**config.mk**
```make
export PLATFORM = sky130hd
export DESIGN_NAME = rgbl_cell
export DESIGN_NICKNAME = d
export VERILOG_FILES = /design/src/rtl/core/rgbl_pkg.sv /design/src/rtl/core/rgbl_cell.sv
export SDC_FILE = /design/constraint.sdc
export NUM_CORES = 2
export LEC_CHECK = 0
export ABC_AREA = 0
export BUFFER_PORTS_ARGS = -buffer_cell sky130_fd_sc_hd__clkbuf_2
export CORE_UTILIZATION = 30
export CTS_CLUSTER_SIZE = 28
export DETAILED_ROUTE_END_ITERATION = 8
export PLACE_DENSITY = 0.57
export SYNTH_ARGS = -nofsm -noshare
export SYNTH_HDL_FRONTEND = slang
export SYNTH_SLANG_ARGS = --single-unit
```
**constraint.sdc**
```tcl
create_clock -name clk -period 7.56 [get_ports clk]
set_input_delay 0 -clock clk [delete_from_list [all_inputs] [get_ports clk]]
set_output_delay 0 -clock clk [all_outputs]
set_load 0.03 [all_outputs]
```
**src/rtl/core/rgbl_pkg.sv**
```systemverilog
package rgbl_pkg;

  localparam int LIN_W    = 17;
  localparam int Q24_W    = 25;
  localparam int LOWRES_W = 20;
  localparam logic [Q24_W-1:0] Q24_ONE = Q24_W'(1) << 24;

  // fifth-power search in Q0.24, shift of 24 after each product
  typedef logic [LIN_W-1:0] lin_tab_t [256];

  typedef struct packed {
    logic                vld;
    logic [Q24_W-1:0]    target;
    logic [Q24_W-1:0]    root;
    logic                islow;
    logic [LOWRES_W-1:0] lowres;
  } rgbl_tok_t;

  function automatic longint unsigned pow5_q24(longint unsigned r);
    longint unsigned r2;
    longint unsigned r4;
    r2 = (r * r) >> 24;
    r4 = (r2 * r2) >> 24;
    return (r4 * r) >> 24;
  endfunction

  function automatic longint unsigned linearize(longint unsigned c);
    longint unsigned num;
    longint unsigned t;
    longint unsigned s;
    longint unsigned r;
    longint unsigned cand;
    longint unsigned lin24;
    if (c <= 10) begin
      return (c * 64'd6553600 + 64'd164730) / 64'd329460;
    end
    num = 64'd1000 * c + 64'd14025;
    t = ((num << 25) + 64'd269025) / 64'd538050;
    s = (t * t + (64'd1 << 23)) >> 24;
    r = 0;
    for (int b = 24; b >= 0; b--) begin
      cand = r | (64'd1 << b);
      if (cand <= (64'd1 << 24)) begin
        if (pow5_q24(cand) <= s) begin
          r = cand;
        end
      end
    end
    lin24 = (s * r + (64'd1 << 23)) >> 24;
    return (lin24 + 64'd128) >> 8;
  endfunction

  function automatic lin_tab_t build_lin_tab();
    lin_tab_t tab;
    for (int i = 0; i < 256; i++) begin
      tab[i] = LIN_W'(linearize(64'(i)));
    end
    return tab;
  endfunction

  localparam lin_tab_t LIN_TAB = build_lin_tab();

endpackage

```
**src/rtl/core/rgbl_cell.sv**
```systemverilog
module rgbl_cell #(
  parameter int BIT = 24
) (
  input  logic              clk,
  input  logic              rst,
  input  logic              en,
  input  rgbl_pkg::rgbl_tok_t tok_in,
  output rgbl_pkg::rgbl_tok_t tok_out
);
  import rgbl_pkg::*;

  rgbl_tok_t        tok_a;
  rgbl_tok_t        tok_next;
  logic [Q24_W-1:0] cand;
  logic             skip;
  logic [Q24_W-1:0] sq;
  logic [Q24_W-1:0] cand_next;
  logic [2*Q24_W-1:0] sq_full;
  logic [2*Q24_W-1:0] cube_full;

  assign cand_next = tok_in.root | (Q24_W'(1) << BIT);
  assign sq_full   = cand_next * cand_next;
  assign cube_full = sq * cand;

  always_comb begin
    tok_next = tok_a;
    if (!skip && (cube_full[24 +: Q24_W] <= tok_a.target)) begin
      tok_next.root = cand;
    end
  end

  always_ff @(posedge clk) begin
    if (rst) begin
      tok_a.vld   <= 1'b0;
      tok_out.vld <= 1'b0;
    end else if (en) begin
      tok_a <= tok_in;
      cand  <= cand_next;
      skip  <= cand_next > Q24_ONE;
      sq    <= sq_full[24 +: Q24_W];
      tok_out <= tok_next;
    end
  end

endmodule

```
==> results.md <==
- Final max-slew violation count: 0
- Ys Warns: 0
- PortBufs: 146
- P&R area growth vs syn: 15.92%
- Initial antenna violation count: 5
- Synth Instances: 4196
- Core ar.: 0.1380 mm2
- CP max stage cell: fa_1
- Worst min-delay path class: in -> reg
- Post-route ant nets: 0
- Routed Wire Length: 107200 um
- Fin crit share: 1.065
- Crit Path Category: reg -> reg
- Ys flop type: edfxtp_1
- Multi-input gate area: 0.03202 mm2
- Top cell by count, worst path: fa_1
- CTS Buf Count: 17
- Register clock-pin slew on the reported worst setup and hold paths: 0.08 ns
- First-pass GRT wire length: 172500 um
- CP peak stage delay: 0.56 ns
- End-of-flow core utilization: 0.3520
- Share of synthesized registers carrying an async set or reset: 0
- Layout cell share with drive strength beyond 1: 0.1290
- Slew of the pin with the lowest slew margin: 0.9299 ns
- Compound-gate portion of the synthesized area: 0.03048
- Sequential-to-total area share from yosys stat: 0.1213
- Proportion of synthesized area in mux cells: 0.0009853
- Final setup vio count: 1
- Die H: 375.7 um
- Die W: 375.7 um
- Area share of and/or/nand/nor cells after synthesis: 0.1204
- DRC violations left: 0
- Row count: 136
- Max_cap viols: 0
- Fill count: 13940
- Synth Register Bits: 170
- Adder-cell share of the synthesized area: 0.5903
- Pin count of the biggest net entering global routing: 71
- Worst skew pair latency: 0.51 ns
- Final Hold Vio Count: 0
- NumNets Final: 6019
- Startpoint Class: register
- WHS: 0.05540 ns
- Syn Area/Cell: 9.987 um2
- Clock Sinks: 170
- Die area: 0.1412 mm2
- Achievable frequency: 124.2 MHz
- Post-synth EDFFs: 168
- CP max FO: 6
- Status: complete, but fails checks
- Largest family of logic cells by synthesized area: adder cells
- IO Pins: 147
- H-tree lvl count: 4
- Routed vias: 28160
- Post-Synthesis Cell Area: 0.04191 mm2
- CTS tree: built
- Grt total ovfl: 0
- RSZ-0062 raised after global routing: yes
- Skew final: 0.02369 ns
- Failing checks: setup timing
- Clock Tree Root: clkbuf_16
- CTS Buffer Depth: 2
- Setup TNS: -0.4927 ns
- Synth unique cells: 61
- Req. time, crit path: 7.93 ns
- Initial core utilization: 0.3037
- Vias per Instance: 4.374
- Final GP Congestion: 0.8851
- Initial DRC Count: 1516
- Minimum clock period: 8.053 ns
- XOR/XNOR Fraction of Synth Area: 0.01400
- Setup slack, reg-to-reg: -0.49 ns
- FF/Latch Area: 0.005085 mm2
- WL/cell: 16.64 um
- First-pass DRT Iterations: 5
- Post-DP HPWL: 92160 um
- Vias in the first global route: 31040
- Post-Syn Nets: 5654
- CP arrival: 8.42 ns
- CP endpoint kind: register
- Gr usage total: 0.1573
- Headroom to the max-slew limit: 0.3801
- Final WS setup: -0.4927 ns
## flip-flops by register name, indices dropped and copies added (netlist names)
| signal | flops |
|---|---|
| skip | 1 |
| sq | 25 |
| tok_out | 72 |
| tok_a | 72 |
## metrics by stage
stage                     cell area (um2)  worst slack (ns)  instances
after global routing                48570           -0.8730       6438
final                               48580           -0.4927       6439
after global placement              46650           -0.6693       6311
after CTS                           48120           -0.5633       6413
after floorplan                     41950           0.04771       4196
after detailed placement            46650           -0.9336       6311
## cells in the mapped netlist (8+ instances only)
cell type / count / area [um2]
inv_1: 1185 / 4448
fa_1: 990 / 19820
and2_1: 419 / 2621
nand2_1: 405 / 1520
ha_1: 393 / 4917
clkbuf_1: 168 / 630.6
edfxtp_1: 168 / 5045
nor2_1: 111 / 416.7
a21oi_1: 61 / 305.3
xnor2_1: 46 / 402.9
a21o_1: 36 / 270.3
o21ai_0: 25 / 125.1
xor2_1: 21 / 183.9
nand3_1: 17 / 85.08
nand4_1: 16 / 100.1
nor2b_1: 13 / 81.33
or2_2: 9 / 56.30
a211oi_1: 8 / 60.06
## cells by family after synthesis
| group | count (synthesis) |
|---|---|
| buf+inv | 1367 |
| simple gates | 1016 |
| flops | 170 |
| fa+ha+maj | 1383 |
| mux | 4 |
| xor+xnor | 67 |
| compound gates | 189 |
## cell usage in the layout, fill, tap and decap left out, types with 19 or more instances in the layout
cell | netlist | final
a21o_1 | 36 | 36
a21oi_1 | 61 | 53
and2_1 | 419 | 414
buf_12 | 0 | 21
buf_4 | 0 | 278
buf_6 | 0 | 21
clkbuf_2 | 0 | 146
dlygate4sd3_1 | 0 | 50
edfxtp_1 | 168 | 168
fa_1 | 990 | 973
ha_1 | 393 | 387
inv_1 | 1185 | 1183
nand2_1 | 405 | 402
nor2_1 | 111 | 109
o21ai_0 | 25 | 19
xnor2_1 | 46 | 46
xor2_1 | 21 | 21
## final timing paths
kind / start / end / cells after the start
setup / recovery: tok_a[28] / tok_out[45] / 31
hold / removal: tok_in[44] / tok_a[44] / 2
setup reg to reg: tok_a[28] / tok_out[45] / 31
hold reg to reg: tok_a[12] / tok_out[12] / 0
## per-layer routing
layer  wire [um]  GRT usage  up-vias
li1            -          -    12920
met1       49610     0.2185    14520
met2       50420     0.2576      631
met3        5424    0.02498       91
met4        1677    0.03296        6
met5          37          0        -
## cell type report
type / instances / area share
Antenna cell: 2 / 0.0001030
Clock buffer: 17 / 0.008758
Clock inverter: 15 / 0.004199
Inverter: 1195 / 0.09234
Multi-Input combinational cell: 2659 / 0.6593
Sequential cell: 170 / 0.1047
Tap cell: 1863 / 0.04799
Timing Repair Buffer: 518 / 0.08266
## worst max-delay path: cells and delay by family (launching register included)
family          cells  cell delay, ns
fa+ha+maj           9            4.07
compound gates     14            2.19
buf+inv             5            0.59
simple gates        3            0.55
flops               1            0.52
## what timing repair did
item                                   in CTS  in global routing
buffers inserted                           21                 23
endpoints found under the hold margin      81                  0
pin swaps                                  39                 64
setup endpoints to repair                   1                  1
gates cloned                                0                  1
hold buffers                               50                  0
gates resized for setup                    51                 55
Power is not shown: default switching activity piles up to over one toggle a cycle in this logic, so the estimate is an artifact.
